$ cat src/hdl/caesar_cipher_fifo_defines.svh
// Assertion macros used by the caesar cipher FIFO top-level RTL file.
`ifndef CAESAR_CIPHER_FIFO_DEFINES_SVH
`define CAESAR_CIPHER_FIFO_DEFINES_SVH
`ifndef SYNTH
// Check a condition at every clock edge outside reset.
`define CC_ASSERT(label, clk, rst, prop) \
   label: assert property (@(posedge clk) disable iff (rst) (prop)) \
      else $error("caesar cipher fifo: check failed");
// Check that a condition implies another in the same cycle.
`define CC_ASSERT_IMPL(label, clk, rst, ante, cons) \
   label: assert property (@(posedge clk) disable iff (rst) (ante) |-> (cons)) \
      else $error("caesar cipher fifo: implication failed");
// Check that a condition implies another in the next cycle.
`define CC_ASSERT_NEXT(label, clk, rst, ante, cons) \
   label: assert property (@(posedge clk) disable iff (rst) (ante) |=> (cons)) \
      else $error("caesar cipher fifo: next-cycle check failed");
`else
`define CC_ASSERT(label, clk, rst, prop)
`define CC_ASSERT_IMPL(label, clk, rst, ante, cons)
`define CC_ASSERT_NEXT(label, clk, rst, ante, cons)
`endif
`endif

$ cat src/hdl/cc_pkg.sv
// Types, constants and alphabet functions for the caesar cipher FIFO.
`timescale 1ns / 1ps
package cc_pkg;

   localparam int CC_FIFO_DEPTH = 256;
   localparam int ALPHA_LEN     = 53;
   localparam int SHIFT_W       = 7;
   localparam int CSR_ADDR_W    = 2;
   localparam int CSR_DATA_W    = 32;

   localparam logic [CSR_ADDR_W-1:0] CSR_SHIFT_ADDR = 2'd0;
   localparam logic [SHIFT_W-1:0]    SHIFT_RESET    = 7'd3;
   // residue of the reset shift over the alphabet
   localparam logic [5:0]            SHIFT_RES_RESET = 6'd3;

   typedef enum logic [0:0] {
      REQ_WRITE = 1'b0,
      REQ_READ  = 1'b1
   } req_kind_type;

   typedef enum logic [1:0] {
      STATUS_OK    = 2'd0,
      STATUS_FULL  = 2'd1,
      STATUS_EMPTY = 2'd2
   } status_type;

   typedef enum logic [0:0] {
      ST_IDLE      = 1'b0,
      ST_READ_WAIT = 1'b1
   } fsm_state_type;

   typedef struct packed {
      req_kind_type req_type;
      logic [7:0]   data_in;
   } req_payload_type;

   typedef struct packed {
      logic [7:0]  read_data;
      status_type  status;
      logic [8:0]  fill_level;
   } rsp_payload_type;

   typedef struct packed {
      logic       found;
      logic [5:0] idx;
   } alpha_hit_type;

   // Locate a byte in the alphabet: A..Z, space, a..z.
   function automatic alpha_hit_type alpha_index(input logic [7:0] b);
      alpha_hit_type hit;
      hit.found = 1'b0;
      hit.idx   = 6'd0;
      if (b >= 8'd65 && b <= 8'd90) begin
         hit.found = 1'b1;
         hit.idx   = 6'(b - 8'd65);
      end else if (b == 8'd32) begin
         hit.found = 1'b1;
         hit.idx   = 6'd26;
      end else if (b >= 8'd97 && b <= 8'd122) begin
         hit.found = 1'b1;
         hit.idx   = 6'(b - 8'd70);
      end
      return hit;
   endfunction

   // Symbol at an alphabet index in 0..52.
   function automatic logic [7:0] alpha_char(input logic [5:0] idx);
      logic [7:0] c;
      if (idx < 6'd26) begin
         c = 8'd65 + {2'b00, idx};
      end else if (idx == 6'd26) begin
         c = 8'd32;
      end else begin
         c = 8'd70 + {2'b00, idx};
      end
      return c;
   endfunction

   // Reduce a signed 7-bit shift to its residue mod 53.
   function automatic logic [5:0] shift_residue(input logic [SHIFT_W-1:0] s);
      logic [7:0] v;
      // bias by twice the alphabet length: value lands in 42..169
      v = {s[SHIFT_W-1], s} + 8'(2 * ALPHA_LEN);
      if (v >= 8'(2 * ALPHA_LEN)) begin
         v = v - 8'(2 * ALPHA_LEN);
      end
      if (v >= 8'(ALPHA_LEN)) begin
         v = v - 8'(ALPHA_LEN);
      end
      return v[5:0];
   endfunction

endpackage

$ cat src/hdl/cc_ram.sv
// Generic single-port-write, single-port-read RAM with registered read data.
`timescale 1ns / 1ps
module cc_ram #(
   parameter int WIDTH  = 8,
   parameter int DEPTH  = 256,
   parameter int ADDR_W = $clog2(DEPTH)
) (
   input  logic              clock,
   input  logic              wr_en,
   input  logic [ADDR_W-1:0] wr_addr,
   input  logic [WIDTH-1:0]  wr_data,
   input  logic              rd_en,
   input  logic [ADDR_W-1:0] rd_addr,
   output logic [WIDTH-1:0]  rd_data
);

   logic [WIDTH-1:0] mem [DEPTH];
   logic [WIDTH-1:0] rd_data_ff;

   // write port
   always_ff @(posedge clock) begin
      if (wr_en) begin
         mem[wr_addr] <= wr_data;
      end
   end

   // read port, data held until the next read
   always_ff @(posedge clock) begin
      if (rd_en) begin
         rd_data_ff <= mem[rd_addr];
      end
   end

   assign rd_data = rd_data_ff;

endmodule

$ cat src/hdl/cc_encode.sv
// Caesar substitution of one byte over the 53-symbol alphabet.
`timescale 1ns / 1ps
module cc_encode (
   input  logic [7:0] data_in,
   input  logic [5:0] shift_res,
   output logic [7:0] data_out
);
   import cc_pkg::*;

   alpha_hit_type hit;
   logic [6:0]    sum;

   // look up, rotate by the shift residue, map back
   always_comb begin
      hit = alpha_index(data_in);
      sum = {1'b0, hit.idx} + {1'b0, shift_res};
      if (sum >= 7'(ALPHA_LEN)) begin
         sum = sum - 7'(ALPHA_LEN);
      end
      if (hit.found) begin
         data_out = alpha_char(sum[5:0]);
      end else begin
         data_out = data_in;
      end
   end

endmodule

$ cat src/hdl/caesar_cipher_fifo.sv
// Top level of the caesar cipher FIFO: control, pointers and CSR port.
`timescale 1ns / 1ps
`include "caesar_cipher_fifo_defines.svh"
// Byte FIFO that Caesar-shifts letters and space on the way in. Each request
// is a write (encode and push) or a read (pop); each request yields exactly
// one response with the popped byte, a status (ok, full, empty) and the fill
// level after the request. A write or rejected request needs no wait state;
// a successful read passes through one, as the byte comes from the store's
// registered read port. One request is in flight at a time, and a response
// that the consumer stalls holds the request side until it is taken. The
// store needs no clearing pass after reset. The shift register sits at CSR
// address 0, is signed 7 bits wide (reset 3) and reads back sign-extended.
module caesar_cipher_fifo #(
   parameter int FIFO_DEPTH = cc_pkg::CC_FIFO_DEPTH
) (
   input  logic                              clock,
   input  logic                              reset,
   input  logic                              req_valid,
   output logic                              req_stall,
   input  cc_pkg::req_payload_type           req_payload,
   output logic                              rsp_valid,
   input  logic                              rsp_stall,
   output cc_pkg::rsp_payload_type           rsp_payload,
   input  logic                              csr_psel,
   input  logic                              csr_penable,
   input  logic                              csr_pwrite,
   input  logic [cc_pkg::CSR_ADDR_W-1:0]     csr_paddr,
   input  logic [cc_pkg::CSR_DATA_W-1:0]     csr_pwdata,
   output logic [cc_pkg::CSR_DATA_W-1:0]     csr_prdata,
   output logic                              csr_pready
);
   import cc_pkg::*;

   localparam int PTR_W = $clog2(FIFO_DEPTH);
   localparam int CNT_W = $clog2(FIFO_DEPTH + 1);

   // control state
   fsm_state_type       state_ff, state_in;
   logic [PTR_W-1:0]    wptr_ff, wptr_in;
   logic [PTR_W-1:0]    rptr_ff, rptr_in;
   logic [CNT_W-1:0]    fill_ff, fill_in;
   logic                rsp_valid_ff, rsp_valid_in;
   rsp_payload_type     rsp_payload_ff, rsp_payload_in;
   logic [SHIFT_W-1:0]  shift_ff;
   logic [5:0]          shift_res_ff;

   logic                req_accept;
   logic                csr_wr;
   logic                full;
   logic                empty;
   logic [7:0]          enc_byte;
   logic                ram_wr_en;
   logic                ram_rd_en;
   logic [7:0]          ram_rd_data;
   logic [CNT_W+8:0]    fill_ext;
   logic [CNT_W+8:0]    fill_inc_ext;
   logic [CNT_W-1:0]    fill_inc;

   // handshakes
   assign req_stall  = (state_ff == ST_READ_WAIT) || (rsp_valid_ff && rsp_stall);
   assign req_accept = req_valid && !req_stall;
   assign rsp_valid  = rsp_valid_ff;
   assign rsp_payload = rsp_payload_ff;

   assign full  = (fill_ff == CNT_W'(FIFO_DEPTH));
   assign empty = (fill_ff == '0);

   // fill level as the 9-bit response field
   assign fill_inc     = fill_ff + 1'b1;
   assign fill_ext     = {9'd0, fill_ff};
   assign fill_inc_ext = {9'd0, fill_inc};

   // CSR port: shift register and its residue
   assign csr_pready = 1'b1;
   assign csr_wr     = csr_psel && csr_penable && csr_pwrite && csr_pready;
   assign csr_prdata = (csr_paddr == CSR_SHIFT_ADDR) ?
                       {{(CSR_DATA_W-SHIFT_W){shift_ff[SHIFT_W-1]}}, shift_ff} : '0;

   always_ff @(posedge clock) begin
      if (reset) begin
         shift_ff     <= SHIFT_RESET;
         shift_res_ff <= SHIFT_RES_RESET;
      end else if (csr_wr && csr_paddr == CSR_SHIFT_ADDR) begin
         shift_ff     <= csr_pwdata[SHIFT_W-1:0];
         shift_res_ff <= shift_residue(csr_pwdata[SHIFT_W-1:0]);
      end
   end

   // encode the incoming byte
   cc_encode u_encode (
      .data_in   (req_payload.data_in),
      .shift_res (shift_res_ff),
      .data_out  (enc_byte)
   );

   // byte store
   cc_ram #(
      .WIDTH (8),
      .DEPTH (FIFO_DEPTH)
   ) u_store (
      .clock   (clock),
      .wr_en   (ram_wr_en),
      .wr_addr (wptr_ff),
      .wr_data (enc_byte),
      .rd_en   (ram_rd_en),
      .rd_addr (rptr_ff),
      .rd_data (ram_rd_data)
   );

   // next state, pointers and response
   always_comb begin
      state_in       = state_ff;
      wptr_in        = wptr_ff;
      rptr_in        = rptr_ff;
      fill_in        = fill_ff;
      rsp_valid_in   = rsp_valid_ff && rsp_stall;
      rsp_payload_in = rsp_payload_ff;
      ram_wr_en      = 1'b0;
      ram_rd_en      = 1'b0;
      unique case (state_ff)
         ST_IDLE: begin
            if (req_accept) begin
               rsp_valid_in             = 1'b1;
               rsp_payload_in.read_data = 8'd0;
               rsp_payload_in.fill_level = fill_ext[8:0];
               if (req_payload.req_type == REQ_WRITE) begin
                  if (full) begin
                     rsp_payload_in.status = STATUS_FULL;
                  end else begin
                     // push and advance the write pointer
                     ram_wr_en = 1'b1;
                     wptr_in   = (wptr_ff == PTR_W'(FIFO_DEPTH - 1)) ?
                                 '0 : wptr_ff + 1'b1;
                     fill_in   = fill_inc;
                     rsp_payload_in.status     = STATUS_OK;
                     rsp_payload_in.fill_level = fill_inc_ext[8:0];
                  end
               end else begin
                  if (empty) begin
                     rsp_payload_in.status = STATUS_EMPTY;
                  end else begin
                     // issue the read, respond when the data lands
                     ram_rd_en    = 1'b1;
                     rptr_in      = (rptr_ff == PTR_W'(FIFO_DEPTH - 1)) ?
                                    '0 : rptr_ff + 1'b1;
                     fill_in      = fill_ff - 1'b1;
                     rsp_valid_in = 1'b0;
                     state_in     = ST_READ_WAIT;
                  end
               end
            end
         end
         ST_READ_WAIT: begin
            rsp_valid_in              = 1'b1;
            rsp_payload_in.read_data  = ram_rd_data;
            rsp_payload_in.status     = STATUS_OK;
            rsp_payload_in.fill_level = fill_ext[8:0];
            state_in                  = ST_IDLE;
         end
         default: begin
            state_in = ST_IDLE;
         end
      endcase
   end

   always_ff @(posedge clock) begin
      if (reset) begin
         state_ff     <= ST_IDLE;
         wptr_ff      <= '0;
         rptr_ff      <= '0;
         fill_ff      <= '0;
         rsp_valid_ff <= 1'b0;
      end else begin
         state_ff     <= state_in;
         wptr_ff      <= wptr_in;
         rptr_ff      <= rptr_in;
         fill_ff      <= fill_in;
         rsp_valid_ff <= rsp_valid_in;
      end
   end

   // response payload, no reset
   always_ff @(posedge clock) begin
      rsp_payload_ff <= rsp_payload_in;
   end

   // checks
   `CC_ASSERT(a_fill_bound, clock, reset, fill_ff <= CNT_W'(FIFO_DEPTH))
   `CC_ASSERT_IMPL(a_wait_no_rsp, clock, reset, state_ff == ST_READ_WAIT, !rsp_valid_ff)
   `CC_ASSERT_NEXT(a_read_waits, clock, reset, req_accept && req_payload.req_type == REQ_READ && !empty, state_ff == ST_READ_WAIT && rsp_valid_ff == 1'b0)
   `CC_ASSERT_NEXT(a_wait_responds, clock, reset, state_ff == ST_READ_WAIT, rsp_valid_ff && rsp_payload_ff.status == STATUS_OK)
   `CC_ASSERT_IMPL(a_ptr_balance, clock, reset, empty || full, wptr_ff == rptr_ff)

endmodule

$ cat config.mk
export PLATFORM = sky130hd
export DESIGN_NAME = caesar_cipher_fifo
export DESIGN_NICKNAME = d
export VERILOG_FILES = /design/src/hdl/cc_pkg.sv /design/src/hdl/cc_ram.sv /design/src/hdl/cc_encode.sv /design/src/hdl/caesar_cipher_fifo.sv
export VERILOG_INCLUDE_DIRS = /design/src /design/src/hdl
export SDC_FILE = /design/constraint.sdc
export NUM_CORES = 2
export LEC_CHECK = 0
export BUFFER_PORTS_ARGS = -buffer_cell sky130_fd_sc_hd__buf_2
export CORE_MARGIN = 2
export CORE_UTILIZATION = 55
export CTS_CLUSTER_DIAMETER = 50
export CTS_CLUSTER_SIZE = 12
export DETAILED_ROUTE_END_ITERATION = 8
export PLACE_DENSITY = 0.72
export SETUP_SLACK_MARGIN = 0.2
export SYNTH_ARGS = -nofsm -noshare
export SYNTH_HDL_FRONTEND = slang
export SYNTH_SLANG_ARGS = --single-unit
$ cat constraint.sdc
create_clock -name clock -period 74 [get_ports clock]
set_input_delay 11.1 -clock clock [delete_from_list [all_inputs] [get_ports clock]]
set_output_delay 11.1 -clock clock [all_outputs]
set_load 0.01 [all_outputs]
# Yosys cells after proc, flatten, opt, wreduce, memory -nomap -nowiden
# Memory sizes are Yosys's and may differ from the RTL's. A register that Yosys moved wholly into a read port is not among the register bits.
# Cells that the tools add are included.
[totals] regBits=59 mem_count=1 word_cells=97 inputBits=50 output_inout_bits=54 mem_bits_rw=2048
[mem_list] name="u_store.mem" depth=256 width=8 read_ports=1 rd_ports_with_merged_regs=1 write_ports=1 line_no="cc_ram.sv:17" source="logic [WIDTH-1:0] mem [DEPTH];"
[classes] n_bitwise=4 n_eq_ne=8 magnitude_cmp=8 mux=38 addsub=13 reduce_logical=15
[ops] cell="8-bit two-way mux" count=8
[ops] cell="19-bit case mux with 2 select lines" count=1
[ops] cell="9-bit two-way mux" count=4
[ops] cell="32-bit two-way mux" count=1
[ops] cell="8-bit by 7-bit greater-or-equal comparator with 1-bit output, second input constant" count=3
[ops] cell="7-bit two-way mux" count=3
[ops] cell="19-bit two-way mux" count=1
[ops] cell="7-bit by 6-bit adder with 8-bit output, first input constant" count=2
[ops] cell="8-bit by 1-bit adder with 8-bit output, second input constant" count=2
[ops] cell="8-bit == test, second input constant" count=2
[ops] cell="8-bit by 7-bit less-or-equal comparator with 1-bit output, second input constant" count=2
[ops] cell="1-bit two-way mux" count=14
[ops] cell="6-bit two-way mux" count=2
[ops] cell="6-bit subtractor, second input constant" count=2
[ops] cell="9-bit by 1-bit adder with 9-bit output, second input constant" count=1
[ops] cell="9-bit == test, second input constant" count=1
[ops] cell="9-bit logical NOT" count=1
[ops] cell="9-bit by 1-bit subtractor with 9-bit output, second input constant" count=1
[ops] cell="8-bit by 7-bit adder with 8-bit output, second input constant" count=1
[ops] cell="8-bit by 6-bit == test with 1-bit output, second input constant" count=1
[ops] cell="8-bit by 6-bit greater-or-equal comparator with 1-bit output, second input constant" count=1
[ops] cell="4-bit AND reduction" count=2
[ops] cell="8-bit by 7-bit subtractor with 8-bit output, second input constant" count=1
[ops] cell="6-bit by 6-bit adder with 7-bit output" count=1
[ops] cell="other kinds (16)" count=28

# Logic depth before layout (Yosys ltp)
[logic_depth] ltp_word=12 ltp_mapped=22 mapped_depth_nobuf=22

# By module
# A second synthesis with hierarchy kept.
[unflattened] hier_cells=4326 hier_area_um2=84577.4
[modules_own_cells] module="cc_ram" instances=1 area_each_um2=79636.4 cells_per_inst=3733 seq_area_each_um2=61739.2
[modules_own_cells] module="caesar_cipher_fifo" instances=1 area_each_um2=3405.8 cells_per_inst=381 seq_area_each_um2=1371.3
[modules_own_cells] module="cc_encode" instances=1 area_each_um2=1535.2 cells_per_inst=212 seq_area_each_um2=0.0

# Worst setup path before layout
# Ideal clock, no wire load.
[synth_timing] path_type="input -> register" startpoint="input port req_payload[1] in the netlist's numbering" endpoint="memory u_store.mem[0][7], data pin" t_arrival_ns=28.839 n_path_buf=0 stages=17 setup_time_ns=2.960 slack_ns=42.201 required_ns=71.040 cell_sequence="inv_1 > ha_1 > nand2_1 > nor4_1 > nor3_1 > nand2_1 > o21ai_0 > ha_1 > fa_1 > a211oi_1 > nor2_1 > or3_1 > o32ai_1 > xnor2_1 > inv_2 > ha_1 > o41ai_1"
[synth_via] elab_chain_len=12 word_cells_on_any_way=23 cone_classes="add/sub: 6; order compare: 6; eq/ne: 2; mux: 7; reduce/logical: 2"
[synth_rtl] item="start, declared" line_no="caesar_cipher_fifo.sv:20" source="input cc_pkg::req_payload_type req_payload,"
[synth_rtl] item="8-bit by 7-bit greater-or-equal comparator with 1-bit output / 8-bit by 7-bit less-or-equal comparator with 1-bit output (equally long branches)" line_no="cc_pkg.sv:59" source="end else if (b >= 8'd97 && b <= 8'd122) begin"
[synth_rtl] item="1-bit logical AND" line_no="cc_pkg.sv:59"
[synth_rtl] item="7-bit two-way mux" line_no="cc_pkg.sv:59"
[synth_rtl] item="7-bit two-way mux" line_no="cc_pkg.sv:56" source="end else if (b == 8'd32) begin"
[synth_rtl] item="7-bit two-way mux *" line_no="cc_pkg.sv:53" source="if (b >= 8'd65 && b <= 8'd90) begin"
[synth_rtl] item="6-bit by 6-bit adder with 7-bit output" line_no="cc_encode.sv:16" source="sum = {1'b0, hit.idx} + {1'b0, shift_res};"
[synth_rtl] item="6-bit subtractor / 7-bit by 6-bit greater-or-equal comparator with 1-bit output (equally long branches)" line_no="cc_encode.sv:18, cc_encode.sv:17"
[synth_rtl] item="6-bit two-way mux" line_no="cc_encode.sv:17" source="if (sum >= 7'(ALPHA_LEN)) begin"
[synth_rtl] item="7-bit by 6-bit adder with 8-bit output / 6-bit by 5-bit == test with 1-bit output (equally long branches)" line_no="cc_pkg.sv:74, cc_pkg.sv:71"
[synth_rtl] item="8-bit two-way mux" line_no="cc_pkg.sv:71" source="end else if (idx == 6'd26) begin"
[synth_rtl] item="8-bit two-way mux" line_no="cc_pkg.sv:69" source="if (idx < 6'd26) begin"
[synth_rtl] item="8-bit two-way mux *" line_no="cc_encode.sv:20" source="if (hit.found) begin"
[synth_rtl] item="net enc_byte[7]" line_no="caesar_cipher_fifo.sv:51" source="logic [7:0] enc_byte;"
[synth_rtl] item="end, declared" line_no="cc_ram.sv:17"
# The timed path passes the listed nets; every way through them passes the cells marked *.

# Worst setup path in the final report
[layout_timing] startpoint="input port csr_paddr[1] in the netlist's numbering" endpoint="output port csr_prdata[19] in the netlist's numbering"
[layout_via] elab_chain_len=2
[layout_rtl] item="start, declared" line_no="caesar_cipher_fifo.sv:27" source="input logic [cc_pkg::CSR_ADDR_W-1:0] csr_paddr,"
[layout_rtl] item="2-bit logical NOT" line_no="caesar_cipher_fifo.sv:76" source="assign csr_prdata = (csr_paddr == CSR_SHIFT_ADDR) ?"
[layout_rtl] item="32-bit two-way mux" line_no="caesar_cipher_fifo.sv:76"
[layout_rtl] item="end, declared" line_no="caesar_cipher_fifo.sv:29" source="output logic [cc_pkg::CSR_DATA_W-1:0] csr_prdata,"
# Every way passes these cells.

==> results.ini <==
[global_route]
first_global_vias=39180
antenna_found_initial=1
grt_usage_pct=24.1
grt_pass1_wl_mm=272
grt_start_max_net_pins=174
grt_overflow=0

[cells_and_area]
areaGrowthSynthToFinish_pct=9.88
drive_gt1_share_pct=27.0
fin_nets=4048
fill_cells=10351
layout_commonest_cell=edfxtp_1
layout_common_cells=2,075 x edfxtp_1, 672 x mux4_2, 317 x nor2_1
fin_util_pct=60.8

[worst_setup_path]
cp-start-kind=primary input
cp.arrival_ns=12.38
rr_startpoint=shift_res_ff[0]$_SDFFE_PP1P_
cp-end-kind=output pin
reg2reg_depth=15
worstPathMaxFanout=26
cpPeakStageDelay_ns=0.58
path_class=primary input to output pin
crit_required_ns=62.90
cpMostUsedCell=buf_2
regToRegSetupSlack_ns=67.43
crit_buf_inv=2
path_delay_family=simple AND/OR/NAND/NOR gates
regToRegEndpoint=u_store.mem[108][5]$_DFFE_PP_
slowest_stage=and2_1
crit_chain=buf_2, nor2_1, and2_1, buf_2

[synthesis]
ys_seq_area_share_pct=75.2
synth_top_area_share_pct=74.3
yosysWarnings=0
yosys.area.top_type=edfxtp_1
yosys_most_used_dff=edfxtp_1
async_flop_share_pct=0
synthCells=3867
synthTopCellsByArea=edfxtp_1 74%, mux4_2 18%, nor2_1 1.4%, dfxtp_1 0.95%, clkbuf_1 0.63%
yosysUniqueCellTypes=76
synth_edf_count=2075
synth-seq-cells=2115
syn-cell-area_um2=83900
synth_nets=3948
avgSynthCellArea_um2=21.7

[floorplan]
dieArea_um2=156000
die_h_um=395
core-area_um2=152000
initial_core_util_pct=55.3
die_x_um=395
row_count=143
ios=104

[power]
leakage_nw=27.4
power.density_nw_per_um2=27.9
ir_worst_vdd_v=0.0000182

[drt]
dr.pass1.iters=5
drt-initial-drc-count=4733
drt.antenna.violating_nets=0
vias=39368
routedWlPerCell_um=30.6
drc=0
wl_mm=186
viasPerCell=6.48

[clock_network]
clk_latency_ns=0.84
path_clk_slew_ns=0.06
cts_tree=yes
cts_buffers=201
cts_resized=0
cts_buffer_depth=3
postCtsHoldBufs=0
postCtsSetupRepairBufs=0
cts_max_level=4
cts-root-buf=clkbuf_16
clkSinkCount=2115

[timing]
worst_slew_pin_slew_ns=1.24
slew_viol_final=0
hold_viol_final=0
slew_headroom_pct=17.3
hold_ws_ns=0.457
setup_viol=0
skew_ns=0.0293
rsz0062_at_grt=no
tns_ns=0
fmaxAchievable_mhz=42.6
period_minus_slack_ns=23.48
fin_crit_sh_pct=31.7

[place]
gp_congestion=0.807
dp_hpwl_mm=108
portBuffers=77

[outcome]
status=complete, no violations

[hold_path]
hp-start=shift_ff[6]$_SDFFE_PP0P_
hold_depth=2
hold_class=flip-flop to flip-flop
min_to=shift_ff[6]$_SDFFE_PP0P_

[run]
maxCapViolCount=0

-- synthesized netlist by cell type, drive strengths merged (3+ instances only) --
| cell | instances |
|---|---|
| nor2b | 14 |
| nor2 | 317 |
| clkbuf | 141 |
| nor4 | 5 |
| mux2 | 6 |
| a31oi | 7 |
| mux2i | 12 |
| ha | 30 |
| a211oi | 11 |
| mux4 | 672 |
| o21ai | 30 |
| dfxtp | 40 |
| a221oi | 3 |
| o41ai | 3 |
| inv | 23 |
| nand3 | 45 |
| xor2 | 17 |
| o311ai | 4 |
| nand4 | 11 |
| nor3 | 28 |
| a21o | 9 |
| or4 | 3 |
| and2 | 20 |
| a311oi | 4 |
| o21bai | 3 |
| o221ai | 3 |
| and3 | 6 |
| o22a | 3 |
| or3 | 5 |
| edfxtp | 2075 |
| xnor2 | 24 |
| or2 | 8 |
| nand2b | 10 |
| o31ai | 5 |
| nand2 | 87 |
| buf | 102 |
| a21oi | 41 |
-- kinds of logic (layout without fill, tap and decap cells) --
group | after synthesis | count (layout) | synth area share, %
other cells | 1 | 3 | 0.00447
mux | 690 | 690 | 18.3
buf+inv | 266 | 440 | 1.38
compound gates | 158 | 158 | 1.29
fa+ha+maj | 32 | 32 | 0.483
simple gates | 564 | 564 | 2.92
xor+xnor | 41 | 41 | 0.428
flops | 2115 | 2115 | 75.2
-- final cells by class --
type	count	area (µm²)	area share, %
sequential	2115	63100	68.5
multi-input combinational	1486	19800	21.5
clock buffer	245	5270	5.72
tap	2030	2540	2.76
timing repair buffer	140	908	0.985
clock inverter	32	458	0.497
inverter	23	86.3	0.0937
antenna	2	5.00	0.00543
-- per-stage QoR --
step / worst slack (ns) / area, µm² / total power [W] / instances
global placement: 50.62 / 86400 / 0.00166 / 5794
floorplan: 42.20 / 83900 / 0.00160 / 3867
global route: 50.39 / 92200 / 0.00265 / 6071
CTS: 50.54 / 92200 / 0.00259 / 6071
detailed placement: 50.55 / 86400 / 0.00167 / 5794
finish: 50.52 / 92200 / 0.00258 / 6073
-- state kept, by name, summed over array words and instances (netlist names) --
signal / flops
shift_ff: 7
state_ff: 1
wptr_ff: 8
rptr_ff: 8
rsp_payload: 19
u_store.rd_data: 8
u_store.mem: 2048
shift_res_ff: 6
rsp_valid: 1
fill_ff: 9
-- per-layer routing --
layer / part of all wire (%) / vias to the layer above / routed length [µm] / GRT usage [%]
met5: 0 / - / 0 / 0
met3: 8.4 / 328 / 15600 / 4.47
met2: 49 / 1835 / 91400 / 38.1
met1: 39 / 20936 / 72900 / 34.5
li1: - / 16269 / - / -
met4: 3.1 / 0 / 5780 / 7.78
-- power by group --
part           internal (W)  switching (W)  leakage (nW)
Combinational      0.000123       0.000160          5.64
Sequential          0.00135     0.00000836          19.0
Clock              0.000518       0.000417          2.79
Total               0.00199       0.000586          27.4
-- worst max-delay path by stage --
stage / start / cells past startpoint / end
3_3_place_gp: csr_paddr[1] / 4 / csr_prdata[17]
4_1_cts: csr_paddr[1] / 4 / csr_prdata[19]
3_5_place_dp: csr_paddr[1] / 4 / csr_prdata[19]
5_1_grt: csr_paddr[1] / 4 / csr_prdata[19]
2_1_floorplan: req_payload[1] / 17 / u_store.mem[0][7]$_DFFE_PP_
6_report: csr_paddr[1] / 4 / csr_prdata[19]
-- worst reg2reg max path, cell delays in order, from the launching register on --
cell and delay [ns]:
dfxtp_1 0.32, ha_1 0.24, fa_1 0.62, inv_1 0.09, ha_1 0.20, nor3_1 0.19
nor2_1 0.07, a311oi_1 0.43, o31a_1 0.32, mux2i_1 0.45, ha_1 0.32, nor3_1 0.08
nor2_1 0.12, a32o_4 0.61, buf_4 1.01, buf_4 0.98
No activity file was read; power rests on OpenSTA's default activity.
